`config.mk`:
```
export PLATFORM = sky130hd
export DESIGN_NAME = clip_fade_gain_mixer_unit_flat
export DESIGN_NICKNAME = d
export VERILOG_FILES = /design/src/rtl/cfgm_pkg.sv /design/src/rtl/cfgm_if.sv /design/src/rtl/cfgm_divider.sv /design/src/rtl/clip_fade_gain_mixer_unit.sv /design/src/flat_wrapper.sv
export SDC_FILE = /design/constraint.sdc
export NUM_CORES = 2
export LEC_CHECK = 0
export BUFFER_PORTS_ARGS = -buffer_cell sky130_fd_sc_hd__buf_2
export CAP_MARGIN = 20
export CORE_MARGIN = 2
export CORE_UTILIZATION = 35
export CTS_CLUSTER_DIAMETER = 60
export DETAILED_ROUTE_END_ITERATION = 8
export GPL_TIMING_DRIVEN = 1
export HOLD_SLACK_MARGIN = 0.12
export PLACE_DENSITY_LB_ADDON = 0.05
export SLEW_MARGIN = 20
export SYNTH_ARGS = -nofsm -noshare
export SYNTH_HDL_FRONTEND = slang
export SYNTH_SLANG_ARGS = --single-unit
```
`constraint.sdc`:
```
create_clock -name clk -period 12.6 [get_ports clk]
set_clock_uncertainty 0.1 [all_clocks]
set_input_delay 1.26 -clock clk [delete_from_list [all_inputs] [get_ports clk]]
set_output_delay 1.26 -clock clk [all_outputs]
set_load 0.05 [all_outputs]
```
`src/rtl/cfgm_pkg.sv`:
```
// Package for the clip fade gain mixer: widths, register indexes, FSM states
// and the request/response structs of the shared divider.
// No dependencies; every other file depends on it.
package cfgm_pkg;

	localparam int SAMPLE_W = 16;
	localparam int GAIN_W   = 16;
	localparam int FRAME_W  = 28;
	localparam int CHCNT_W  = 4;
	localparam int CFG_W    = 28;
	localparam int CFG_IDX_W = 3;

	localparam int FACT_W   = 17;
	localparam int QUO_W    = 16;
	localparam int DIV_BITS_PER_CYCLE = 2;
	localparam int DIV_CYCLES = QUO_W / DIV_BITS_PER_CYCLE;
	localparam int DIV_CNT_W  = $clog2(DIV_CYCLES + 1);

	localparam int MAG_W    = 16;
	localparam int P1_W     = 33;
	localparam int P2_W     = MAG_W + GAIN_W;
	localparam int MUL_A_W  = 32;
	localparam int MUL_B_W  = 17;
	localparam int MUL_P_W  = MUL_A_W + MUL_B_W;
	localparam int SCALED_W = 20;
	localparam int SUM_W    = 21;

	localparam logic [FACT_W-1:0] Q16_ONE = 17'h10000;
	localparam logic signed [SUM_W-1:0] SAT_MAX = 21'sd32767;
	localparam logic signed [SUM_W-1:0] SAT_MIN = -21'sd32768;

	localparam logic [CFG_IDX_W-1:0] CFG_CLIP_GAIN       = 3'd0;
	localparam logic [CFG_IDX_W-1:0] CFG_FADE_IN_FRAMES  = 3'd1;
	localparam logic [CFG_IDX_W-1:0] CFG_FADE_OUT_FRAMES = 3'd2;
	localparam logic [CFG_IDX_W-1:0] CFG_CLIP_FRAMES     = 3'd3;
	localparam logic [CFG_IDX_W-1:0] CFG_CHANNEL_COUNT   = 3'd4;

	typedef enum logic [3:0] {
		ST_IDLE,
		ST_DIV_IN_GO,
		ST_DIV_IN,
		ST_DIV_OUT_GO,
		ST_DIV_OUT,
		ST_MUL_FADE,
		ST_MUL_GAIN,
		ST_MUL_LO,
		ST_MUL_HI,
		ST_SUM,
		ST_OUT
	} state_t;

	typedef struct packed {
		logic               start;
		logic [FRAME_W-1:0] rem0;
		logic [FRAME_W-1:0] divisor;
	} div_req_t;

	typedef struct packed {
		logic             done;
		logic [QUO_W-1:0] quotient;
	} div_rsp_t;

endpackage

```
`src/rtl/cfgm_if.sv`:
```
// Stream channels of the clip fade gain mixer: input word and result word.
// Depends on cfgm_pkg for the field widths.
interface cfgm_in_if;
	logic valid;
	logic ready;
	logic signed [cfgm_pkg::SAMPLE_W-1:0] source_sample;
	logic signed [cfgm_pkg::SAMPLE_W-1:0] mix_sample;

	modport source (output valid, output source_sample, output mix_sample, input ready);
	modport sink (input valid, input source_sample, input mix_sample, output ready);
endinterface

interface cfgm_out_if;
	logic valid;
	logic ready;
	logic signed [cfgm_pkg::SAMPLE_W-1:0] mixed_sample;
	logic clip_done;

	modport source (output valid, output mixed_sample, output clip_done, input ready);
	modport sink (input valid, input mixed_sample, input clip_done, output ready);
endinterface

```
`src/rtl/cfgm_divider.sv`:
```
// Iterative restoring divider, two quotient bits per cycle, 16-bit quotient.
// Expects rem0 < divisor; depends on cfgm_pkg.
module cfgm_divider (
	input  logic                clk,
	input  logic                arst_n,
	input  cfgm_pkg::div_req_t  req,
	output cfgm_pkg::div_rsp_t  rsp
);
	import cfgm_pkg::*;

	logic [FRAME_W-1:0]   rem_q;
	logic [FRAME_W-1:0]   dvs_q;
	logic [QUO_W-1:0]     quo_q;
	logic [DIV_CNT_W-1:0] cnt_q;
	logic [FRAME_W-1:0]   rem_d;
	logic [QUO_W-1:0]     quo_d;

	always_comb begin
		logic [FRAME_W:0] t;
		logic             ge;
		rem_d = rem_q;
		quo_d = quo_q;
		for (int i = 0; i < DIV_BITS_PER_CYCLE; i++) begin
			t  = {rem_d, 1'b0};
			ge = (t >= {1'b0, dvs_q});
			if (ge) begin
				t = t - {1'b0, dvs_q};
			end
			rem_d = t[FRAME_W-1:0];
			quo_d = {quo_d[QUO_W-2:0], ge};
		end
	end

	always_ff @(posedge clk or negedge arst_n) begin
		if (!arst_n) begin
			cnt_q <= '0;
		end else if (req.start) begin
			cnt_q <= DIV_CNT_W'(DIV_CYCLES);
		end else if (cnt_q != '0) begin
			cnt_q <= cnt_q - 1'b1;
		end
	end

	always_ff @(posedge clk) begin
		if (req.start) begin
			rem_q <= req.rem0;
			dvs_q <= req.divisor;
			quo_q <= '0;
		end else if (cnt_q != '0) begin
			rem_q <= rem_d;
			quo_q <= quo_d;
		end
	end

	assign rsp.done     = (cnt_q == '0);
	assign rsp.quotient = quo_q;

endmodule

```
`src/rtl/clip_fade_gain_mixer_unit.sv`:
```
// Clip fade gain mixer: adds one clip source sample, scaled by a Q4.12 gain and
// linear Q1.16 fade-in/fade-out factors, onto a mix sample with int16 saturation.
// Each word runs two 16-bit fade divisions on the shared two-bits-per-cycle
// divider (a load state, the iterations and a finish state each), four passes
// through the shared 32x17 multiplier, an add/saturate state and the output
// register load. Input is taken only while the sequencer is idle, so a new
// word is not accepted before the last one is in the output register;
// a finished result waits in the output register and the next word may be
// accepted meanwhile, while the load cycle holds until that register is free.
// Depends on cfgm_pkg, cfgm_if, cfgm_divider.
module clip_fade_gain_mixer_unit #(
	parameter int MAX_CHANNELS = 8
) (
	input  logic                          clk,
	input  logic                          arst_n,
	input  logic                          cfg_we,
	input  logic [cfgm_pkg::CFG_IDX_W-1:0] cfg_index,
	input  logic [cfgm_pkg::CFG_W-1:0]     cfg_data,
	cfgm_in_if.sink                       sample_in,
	cfgm_out_if.source                    sample_out
);
	import cfgm_pkg::*;

	localparam int CH_W = (MAX_CHANNELS > 1) ? $clog2(MAX_CHANNELS) : 1;
	localparam int CHE_W = 5;
	localparam logic [CHE_W-1:0] MAX_CH = CHE_W'(MAX_CHANNELS);

	// configuration
	logic [GAIN_W-1:0]  gain_q;
	logic [FRAME_W-1:0] fin_len_q;
	logic [FRAME_W-1:0] fout_len_q;
	logic [FRAME_W-1:0] clip_len_q;
	logic [CHCNT_W-1:0] chan_cnt_q;

	// counters and sequencer
	state_t             state_q, state_d;
	logic [FRAME_W-1:0] frame_q;
	logic [CH_W-1:0]    ch_q;

	// per-word operands
	logic [FRAME_W-1:0]        f_q;
	logic                      fin_en_q, fo_one_q, fo_zero_q, neg_q, done_q;
	logic [MAG_W-1:0]          mag_q;
	logic signed [SAMPLE_W-1:0] mix_q;
	logic [FACT_W-1:0]         fin_q, fout_q;
	logic [P1_W-1:0]           p1_q;
	logic [P2_W-1:0]           p2_q;
	logic [MUL_A_W-1:0]        acc_q;
	logic [SCALED_W-1:0]       scaled_q;
	logic signed [SAMPLE_W-1:0] res_q;
	logic                      res_done_q;
	logic                      ov_q;

	div_req_t div_req;
	div_rsp_t div_rsp;

	logic               in_acc;
	logic               out_free;
	logic [FRAME_W-1:0] len_eff;
	logic [FRAME_W-1:0] fo_start;
	logic [CHE_W-1:0]   chans_eff;
	logic               last_chan;
	logic               done_now;
	logic [MUL_A_W-1:0] mul_a;
	logic [MUL_B_W-1:0] mul_b;
	logic [MUL_P_W-1:0] mul_p;
	logic [MUL_P_W-1:0] hi_sum;
	logic signed [SUM_W-1:0] sum_w;
	logic signed [SUM_W-1:0] sc_w;
	logic signed [SAMPLE_W-1:0] sat_w;

	cfgm_divider u_div (
		.clk    (clk),
		.arst_n (arst_n),
		.req    (div_req),
		.rsp    (div_rsp)
	);

	assign in_acc   = sample_in.valid && sample_in.ready;
	assign out_free = !ov_q || sample_out.ready;

	// frame and channel bookkeeping for the word at the input
	always_comb begin
		len_eff = (clip_len_q == '0) ? FRAME_W'(1) : clip_len_q;
		fo_start = (len_eff > fout_len_q) ? len_eff - fout_len_q : '0;
		if (chan_cnt_q == '0) begin
			chans_eff = CHE_W'(1);
		end else if (CHE_W'(chan_cnt_q) > MAX_CH) begin
			chans_eff = MAX_CH;
		end else begin
			chans_eff = CHE_W'(chan_cnt_q);
		end
		last_chan = (CHE_W'(ch_q) >= chans_eff - 1'b1);
		done_now  = last_chan && (frame_q == len_eff - 1'b1);
	end

	// shared multiplier
	always_comb begin
		case (state_q)
			ST_MUL_FADE: begin
				mul_a = MUL_A_W'(fin_q);
				mul_b = fout_q;
			end
			ST_MUL_GAIN: begin
				mul_a = MUL_A_W'(mag_q);
				mul_b = MUL_B_W'(gain_q);
			end
			ST_MUL_LO: begin
				mul_a = p2_q;
				mul_b = MUL_B_W'(p1_q[15:0]);
			end
			ST_MUL_HI: begin
				mul_a = p2_q;
				mul_b = p1_q[P1_W-1:16];
			end
			default: begin
				mul_a = '0;
				mul_b = '0;
			end
		endcase
		mul_p  = MUL_P_W'(mul_a) * MUL_P_W'(mul_b);
		hi_sum = mul_p + MUL_P_W'(acc_q);
	end

	// sign, add, saturate
	always_comb begin
		sc_w  = $signed({1'b0, scaled_q});
		sum_w = neg_q ? SUM_W'(mix_q) - sc_w : SUM_W'(mix_q) + sc_w;
		if (sum_w > SAT_MAX) begin
			sat_w = SAMPLE_W'(SAT_MAX);
		end else if (sum_w < SAT_MIN) begin
			sat_w = SAMPLE_W'(SAT_MIN);
		end else begin
			sat_w = sum_w[SAMPLE_W-1:0];
		end
	end

	// next state and divider requests
	always_comb begin
		state_d = state_q;
		div_req.start   = 1'b0;
		div_req.rem0    = f_q;
		div_req.divisor = fin_len_q;
		sample_in.ready = (state_q == ST_IDLE);
		case (state_q)
			ST_IDLE: begin
				if (sample_in.valid) begin
					state_d = ST_DIV_IN_GO;
				end
			end
			ST_DIV_IN_GO: begin
				div_req.start = 1'b1;
				state_d = ST_DIV_IN;
			end
			ST_DIV_IN: begin
				if (div_rsp.done) begin
					state_d = ST_DIV_OUT_GO;
				end
			end
			ST_DIV_OUT_GO: begin
				div_req.start   = 1'b1;
				div_req.rem0    = len_eff - f_q;
				div_req.divisor = fout_len_q;
				state_d = ST_DIV_OUT;
			end
			ST_DIV_OUT: begin
				if (div_rsp.done) begin
					state_d = ST_MUL_FADE;
				end
			end
			ST_MUL_FADE: state_d = ST_MUL_GAIN;
			ST_MUL_GAIN: state_d = ST_MUL_LO;
			ST_MUL_LO:   state_d = ST_MUL_HI;
			ST_MUL_HI:   state_d = ST_SUM;
			ST_SUM:      state_d = ST_OUT;
			ST_OUT: begin
				if (out_free) begin
					state_d = ST_IDLE;
				end
			end
			default: state_d = ST_IDLE;
		endcase
	end

	always_ff @(posedge clk or negedge arst_n) begin
		if (!arst_n) begin
			state_q <= ST_IDLE;
		end else begin
			state_q <= state_d;
		end
	end

	always_ff @(posedge clk or negedge arst_n) begin
		if (!arst_n) begin
			gain_q     <= GAIN_W'(4096);
			fin_len_q  <= '0;
			fout_len_q <= '0;
			clip_len_q <= FRAME_W'(1);
			chan_cnt_q <= CHCNT_W'(2);
		end else if (cfg_we) begin
			case (cfg_index)
				CFG_CLIP_GAIN:       gain_q     <= cfg_data[GAIN_W-1:0];
				CFG_FADE_IN_FRAMES:  fin_len_q  <= cfg_data[FRAME_W-1:0];
				CFG_FADE_OUT_FRAMES: fout_len_q <= cfg_data[FRAME_W-1:0];
				CFG_CLIP_FRAMES:     clip_len_q <= cfg_data[FRAME_W-1:0];
				CFG_CHANNEL_COUNT:   chan_cnt_q <= cfg_data[CHCNT_W-1:0];
				default: ;
			endcase
		end
	end

	always_ff @(posedge clk or negedge arst_n) begin
		if (!arst_n) begin
			frame_q <= '0;
			ch_q    <= '0;
		end else if (in_acc) begin
			if (done_now) begin
				frame_q <= '0;
				ch_q    <= '0;
			end else if (last_chan) begin
				frame_q <= frame_q + 1'b1;
				ch_q    <= '0;
			end else begin
				ch_q <= ch_q + 1'b1;
			end
		end
	end

	always_ff @(posedge clk or negedge arst_n) begin
		if (!arst_n) begin
			ov_q <= 1'b0;
		end else if (state_q == ST_OUT && out_free) begin
			ov_q <= 1'b1;
		end else if (sample_out.ready) begin
			ov_q <= 1'b0;
		end
	end

	always_ff @(posedge clk) begin
		if (in_acc) begin
			f_q       <= frame_q;
			fin_en_q  <= (fin_len_q != '0) && (frame_q < fin_len_q);
			fo_one_q  <= (fout_len_q == '0) || (frame_q <= fo_start);
			fo_zero_q <= (frame_q >= len_eff);
			done_q    <= done_now;
			neg_q     <= sample_in.source_sample[SAMPLE_W-1];
			mag_q     <= sample_in.source_sample[SAMPLE_W-1]
				? MAG_W'(-sample_in.source_sample) : MAG_W'(sample_in.source_sample);
			mix_q     <= sample_in.mix_sample;
		end
		if (state_q == ST_DIV_IN && div_rsp.done) begin
			fin_q <= fin_en_q ? FACT_W'(div_rsp.quotient) : Q16_ONE;
		end
		if (state_q == ST_DIV_OUT && div_rsp.done) begin
			if (fo_one_q) begin
				fout_q <= Q16_ONE;
			end else if (fo_zero_q) begin
				fout_q <= '0;
			end else begin
				fout_q <= FACT_W'(div_rsp.quotient);
			end
		end
		case (state_q)
			ST_MUL_FADE: p1_q     <= mul_p[P1_W-1:0];
			ST_MUL_GAIN: p2_q     <= mul_p[P2_W-1:0];
			ST_MUL_LO:   acc_q    <= mul_p[MUL_A_W+15:16];
			ST_MUL_HI:   scaled_q <= hi_sum[SCALED_W+27:28];
			default: ;
		endcase
		if (state_q == ST_OUT && out_free) begin
			res_q      <= sat_w;
			res_done_q <= done_q;
		end
	end

	// hold the pending sum between the add cycle and the output load
	logic signed [SAMPLE_W-1:0] sat_s1;
	always_ff @(posedge clk) begin
		if (state_q == ST_SUM) begin
			sat_s1 <= sat_w;
		end
	end

	assign sample_out.valid        = ov_q;
	assign sample_out.mixed_sample = res_q;
	assign sample_out.clip_done    = res_done_q;

	assert property (@(posedge clk) disable iff (!arst_n)
		$rose(ov_q) |-> $past(state_q) == ST_OUT)
		else $error("result word raised outside the output load");

	assert property (@(posedge clk) disable iff (!arst_n)
		CHE_W'(ch_q) < MAX_CH)
		else $error("channel counter past channel limit");

	assert property (@(posedge clk) disable iff (!arst_n)
		state_q == ST_MUL_FADE |-> (fin_q <= Q16_ONE) && (fout_q <= Q16_ONE))
		else $error("fade factor above unity");

	assert property (@(posedge clk) disable iff (!arst_n)
		state_q == ST_OUT |-> $past(state_q) == ST_SUM || sat_s1 == sat_w)
		else $error("sum changed while waiting for the output register");

endmodule
```
`src/flat_wrapper.sv`:
```
// flat-port wrapper written by rule: the top's interface ports become plain ports
module clip_fade_gain_mixer_unit_flat import cfgm_pkg::*;
#(
	parameter int MAX_CHANNELS = 8
)
  (clk, arst_n, cfg_we, cfg_index, cfg_data, sample_in_valid, sample_in_source_sample, sample_in_mix_sample, sample_in_ready, sample_out_valid, sample_out_mixed_sample, sample_out_clip_done, sample_out_ready);
  cfgm_in_if sample_in_i ();
  cfgm_out_if sample_out_i ();
  input  logic clk;
  input  logic arst_n;
  input  logic cfg_we;
  input  logic [cfgm_pkg::CFG_IDX_W-1:0] cfg_index;
  input  logic [cfgm_pkg::CFG_W-1:0] cfg_data;
  input wire logic [$bits(sample_in_i.valid)-1:0] sample_in_valid;
  input wire logic [$bits(sample_in_i.source_sample)-1:0] sample_in_source_sample;
  input wire logic [$bits(sample_in_i.mix_sample)-1:0] sample_in_mix_sample;
  output wire logic [$bits(sample_in_i.ready)-1:0] sample_in_ready;
  output wire logic [$bits(sample_out_i.valid)-1:0] sample_out_valid;
  output wire logic [$bits(sample_out_i.mixed_sample)-1:0] sample_out_mixed_sample;
  output wire logic [$bits(sample_out_i.clip_done)-1:0] sample_out_clip_done;
  input wire logic [$bits(sample_out_i.ready)-1:0] sample_out_ready;
  assign sample_in_i.valid = sample_in_valid;
  assign sample_in_i.source_sample = sample_in_source_sample;
  assign sample_in_i.mix_sample = sample_in_mix_sample;
  assign sample_in_ready = sample_in_i.ready;
  assign sample_out_valid = sample_out_i.valid;
  assign sample_out_mixed_sample = sample_out_i.mixed_sample;
  assign sample_out_clip_done = sample_out_i.clip_done;
  assign sample_out_i.ready = sample_out_ready;
  clip_fade_gain_mixer_unit #(.MAX_CHANNELS(MAX_CHANNELS)) u_core (.clk(clk), .arst_n(arst_n), .cfg_we(cfg_we), .cfg_index(cfg_index), .cfg_data(cfg_data), .sample_in(sample_in_i), .sample_out(sample_out_i));
endmodule
```
==> impl_metrics.toml <==
[final_layout]
final_nets = 5947
mostFrequentLayoutCells = "inv_1 (738), nand2_1 (720), fa_1 (452)"
fin_area_sq_um = 50500
area_growth_syn_to_layout_pct = 9.42
final_common_cell = "inv_1"
stdcell_count = 6865
drive_gt1_share_pct = 7.43
fill_cells = 13500

[clock_network]
path_clk_slew_ns = 0.06
ctsHoldBuffers = 0
clock_latency_ns = 0.67
ctsRootBufferMaster = "clkbuf_16"
cts_buffer_depth = 3
cts_num_sinks = 449
cts_resized = 0
cts.htree.levels = 2
cts_tree = "yes"
cts_made_buffers = 56
cts_setup_buffers = 0

[run]
maxCapViolCount = 0

[grt]
antenna_found_initial = 19
grt_pass1_vias = 35900
grt_pass1_wl_mm = 240
grt_max_degree = 80
grt_usage_pct = 23.9
grt-ovfl-total = 0

[pwr]
ir_drop_uv = 185
power-per-cell-area_nw_per_um2 = 234
leakage_nw = 22.6

[routing]
avgRoutedWirePerCell_um = 23.4
drc = 0
vias_per_cell = 5.24
drtAntennaViolNets = 0
firstDrtPassIters = 5
wirelength_mm = 161
first_iter_violations = 2826
vias = 36000

[yosys]
synth_area_sq_um = 46200
ys_types = 104
async_flop_share_pct = 32.1
yosysTopAreaCell = "fa_1"
avgSynthCellArea_sq_um = 9.12
ys_seq_elements = 449
netlist_top_cells_area = "fa_1 (20%), edfxtp_1 (19%), ha_1 (10%)"
synth-seq-area-share_pct = 27.3
synthesis.nets = 5956
synth-edff-count = 289
netlist_instances = 5062
ys.flop_type = "edfxtp_1"
synth_top_area_share_pct = 19.6
synth_warnings = 0

[floorplan]
dieArea_sq_um = 135000
die_w_um = 367
num_rows = 133
die_h_um = 367
initial_core_util_pct = 35.2
core_area_sq_um = 131000
ioPinCount = 87

[worst_setup_path]
path_max_fanout = 28
crit_type = "reg -> reg"
startpoint_type = "flip-flop"
critPathArrivalTime_ns = 11.93
critPathMaxStageDelay_ns = 0.64
cp_data_required_time_ns = 12.86
cp_slowest_cell = "dfrtp_1"
endpoint_kind = "flip-flop"

[min_path]
hold_path.class = "reg -> reg"

[sta]
drv_slew = 0
timing.hold.ws_ns = 0.320
setup_viol = 0
final.setup.worst_slack_ns = 0.927
slew_headroom_pct = 31.0
min_period_ns = 11.67
rsz0062_at_grt = "no"
fmax_mhz = 85.7
final.setup.tns_ns = 0
layout_worst_path_cycle_share_pct = 92.6
hold_viol = 0
worst_pin_slew_ns = 1.03

[place]
gp_congestion = 0.882
io_buffers = 86
place_ws_ns = 0.710
place_inst = 6750
hpwl_mm = 130
postPlaceCellArea_sq_um = 48500

[status]
status = "finished clean"
metal layers:
layer	part of all wire, %	track usage, %	routed length [um]
met5	0.019	0	30
met4	2.0	5.02	3170
met3	6.7	4.32	10800
met2	40	33.3	64800
met1	51	37.8	81900
report_power, final:
part,total [W],switching (W),internal (W),leakage (nW)
sequential,0.00254,0.000342,0.00219,4.60
combinational,0.00757,0.00482,0.00275,17.1
clock,0.00169,0.000726,0.000968,0.953
total,0.0118,0.00589,0.00591,22.6
state kept, by name (all words and copies together), names as in the netlist, 17 cells and up:
| register | cells |
|---|---|
| u_core.acc_q | 32 |
| u_core.clip_len_q | 28 |
| u_core.f_q | 28 |
| u_core.fin_len_q | 28 |
| u_core.fin_q | 17 |
| u_core.fout_len_q | 28 |
| u_core.fout_q | 17 |
| u_core.frame_q | 28 |
| u_core.p1_q | 33 |
| u_core.p2_q | 32 |
| u_core.scaled_q | 20 |
| u_core.u_div.dvs_q | 28 |
| u_core.u_div.rem_q | 28 |
kinds of logic after synthesis:
kind of cell	share of synthesized area [%]
AND/OR/NAND/NOR	15.7
XOR/XNOR	4.99
AO/OA/AOI/OAI	12.4
adder cells (fa/ha/maj)	29.7
flip-flops	27.3
multiplexers	1.93
buffers and inverters	7.96
final timing paths:
path	from	to	slack, ns	cells after the start
hold / removal	u_core.done_q$_DFFE_PP_	u_core.sample_out.clip_done$_DFFE_PP_	0.32	0
hold reg to reg	u_core.done_q$_DFFE_PP_	u_core.sample_out.clip_done$_DFFE_PP_	0.32	0
max in group asynchronous	arst_n	u_core.clip_len_q[7]$_DFFE_PN0P_	10.30	2
setup / recovery	u_core.state_q[2]$_DFFE_PN0P_	u_core.scaled_q[18]$_DFFE_PN_	0.93	40
min in group asynchronous	arst_n	u_core.frame_q[24]$_DFFE_PN0P_	0.57	1
setup reg to reg	u_core.state_q[2]$_DFFE_PN0P_	u_core.scaled_q[18]$_DFFE_PN_	0.93	40
cell type report:
cell class	count	area (sq um)	share of cell area [%]
Antenna cell	9	22.5	0.0446
Sequential cell	449	12600	25.0
Multi-Input combinational cell	3648	30000	59.4
Inverter	740	2780	5.50
Clock inverter	27	278	0.550
Clock buffer	79	1650	3.27
Tap cell	1755	2200	4.35
Timing Repair Buffer	158	977	1.93
cell usage after synthesis (19+ instances only):
| cell type | n |
|---|---|
| a211oi_1 | 25 |
| a21o_1 | 109 |
| a21oi_1 | 212 |
| a22oi_1 | 55 |
| a31oi_1 | 31 |
| and2_1 | 87 |
| and3_1 | 29 |
| clkbuf_1 | 188 |
| dfrtp_1 | 141 |
| edfxtp_1 | 289 |
| fa_1 | 452 |
| ha_1 | 374 |
| inv_1 | 739 |
| mux2_2 | 54 |
| mux2i_1 | 27 |
| nand2_1 | 728 |
| nand2b_1 | 50 |
| nand3_1 | 61 |
| nand4_1 | 53 |
| nor2_1 | 346 |
| nor2b_1 | 40 |
| nor3_1 | 70 |
| nor4_1 | 29 |
| o211ai_1 | 19 |
| o21a_1 | 28 |
| o21ai_0 | 260 |
| o21bai_1 | 21 |
| or3_1 | 21 |
| xnor2_1 | 185 |
| xor2_1 | 71 |
metrics by stage:
| stage | total power [W] | utilization, % |
|---|---|---|
| after floorplan | 0.00765 | - |
| after global placement | 0.0101 | 37.0 |
| after detailed placement | 0.0101 | 37.0 |
| after CTS | 0.0118 | 38.5 |
| after global routing | 0.0128 | 38.5 |
| final | 0.0118 | 38.5 |
critical path, delay by kind of cell, from the launching register on:
| family | cells | cell delay, ns |
|---|---|---|
| AND/OR/NAND/NOR | 14 | 3.99 |
| adder cells (fa/ha/maj) | 8 | 3.67 |
| flip-flops | 1 | 0.64 |
| XOR/XNOR | 2 | 0.24 |
| buffers and inverters | 8 | 0.91 |
| AO/OA/AOI/OAI | 8 | 1.80 |
Note: power is estimated with default switching activity, not from simulation.
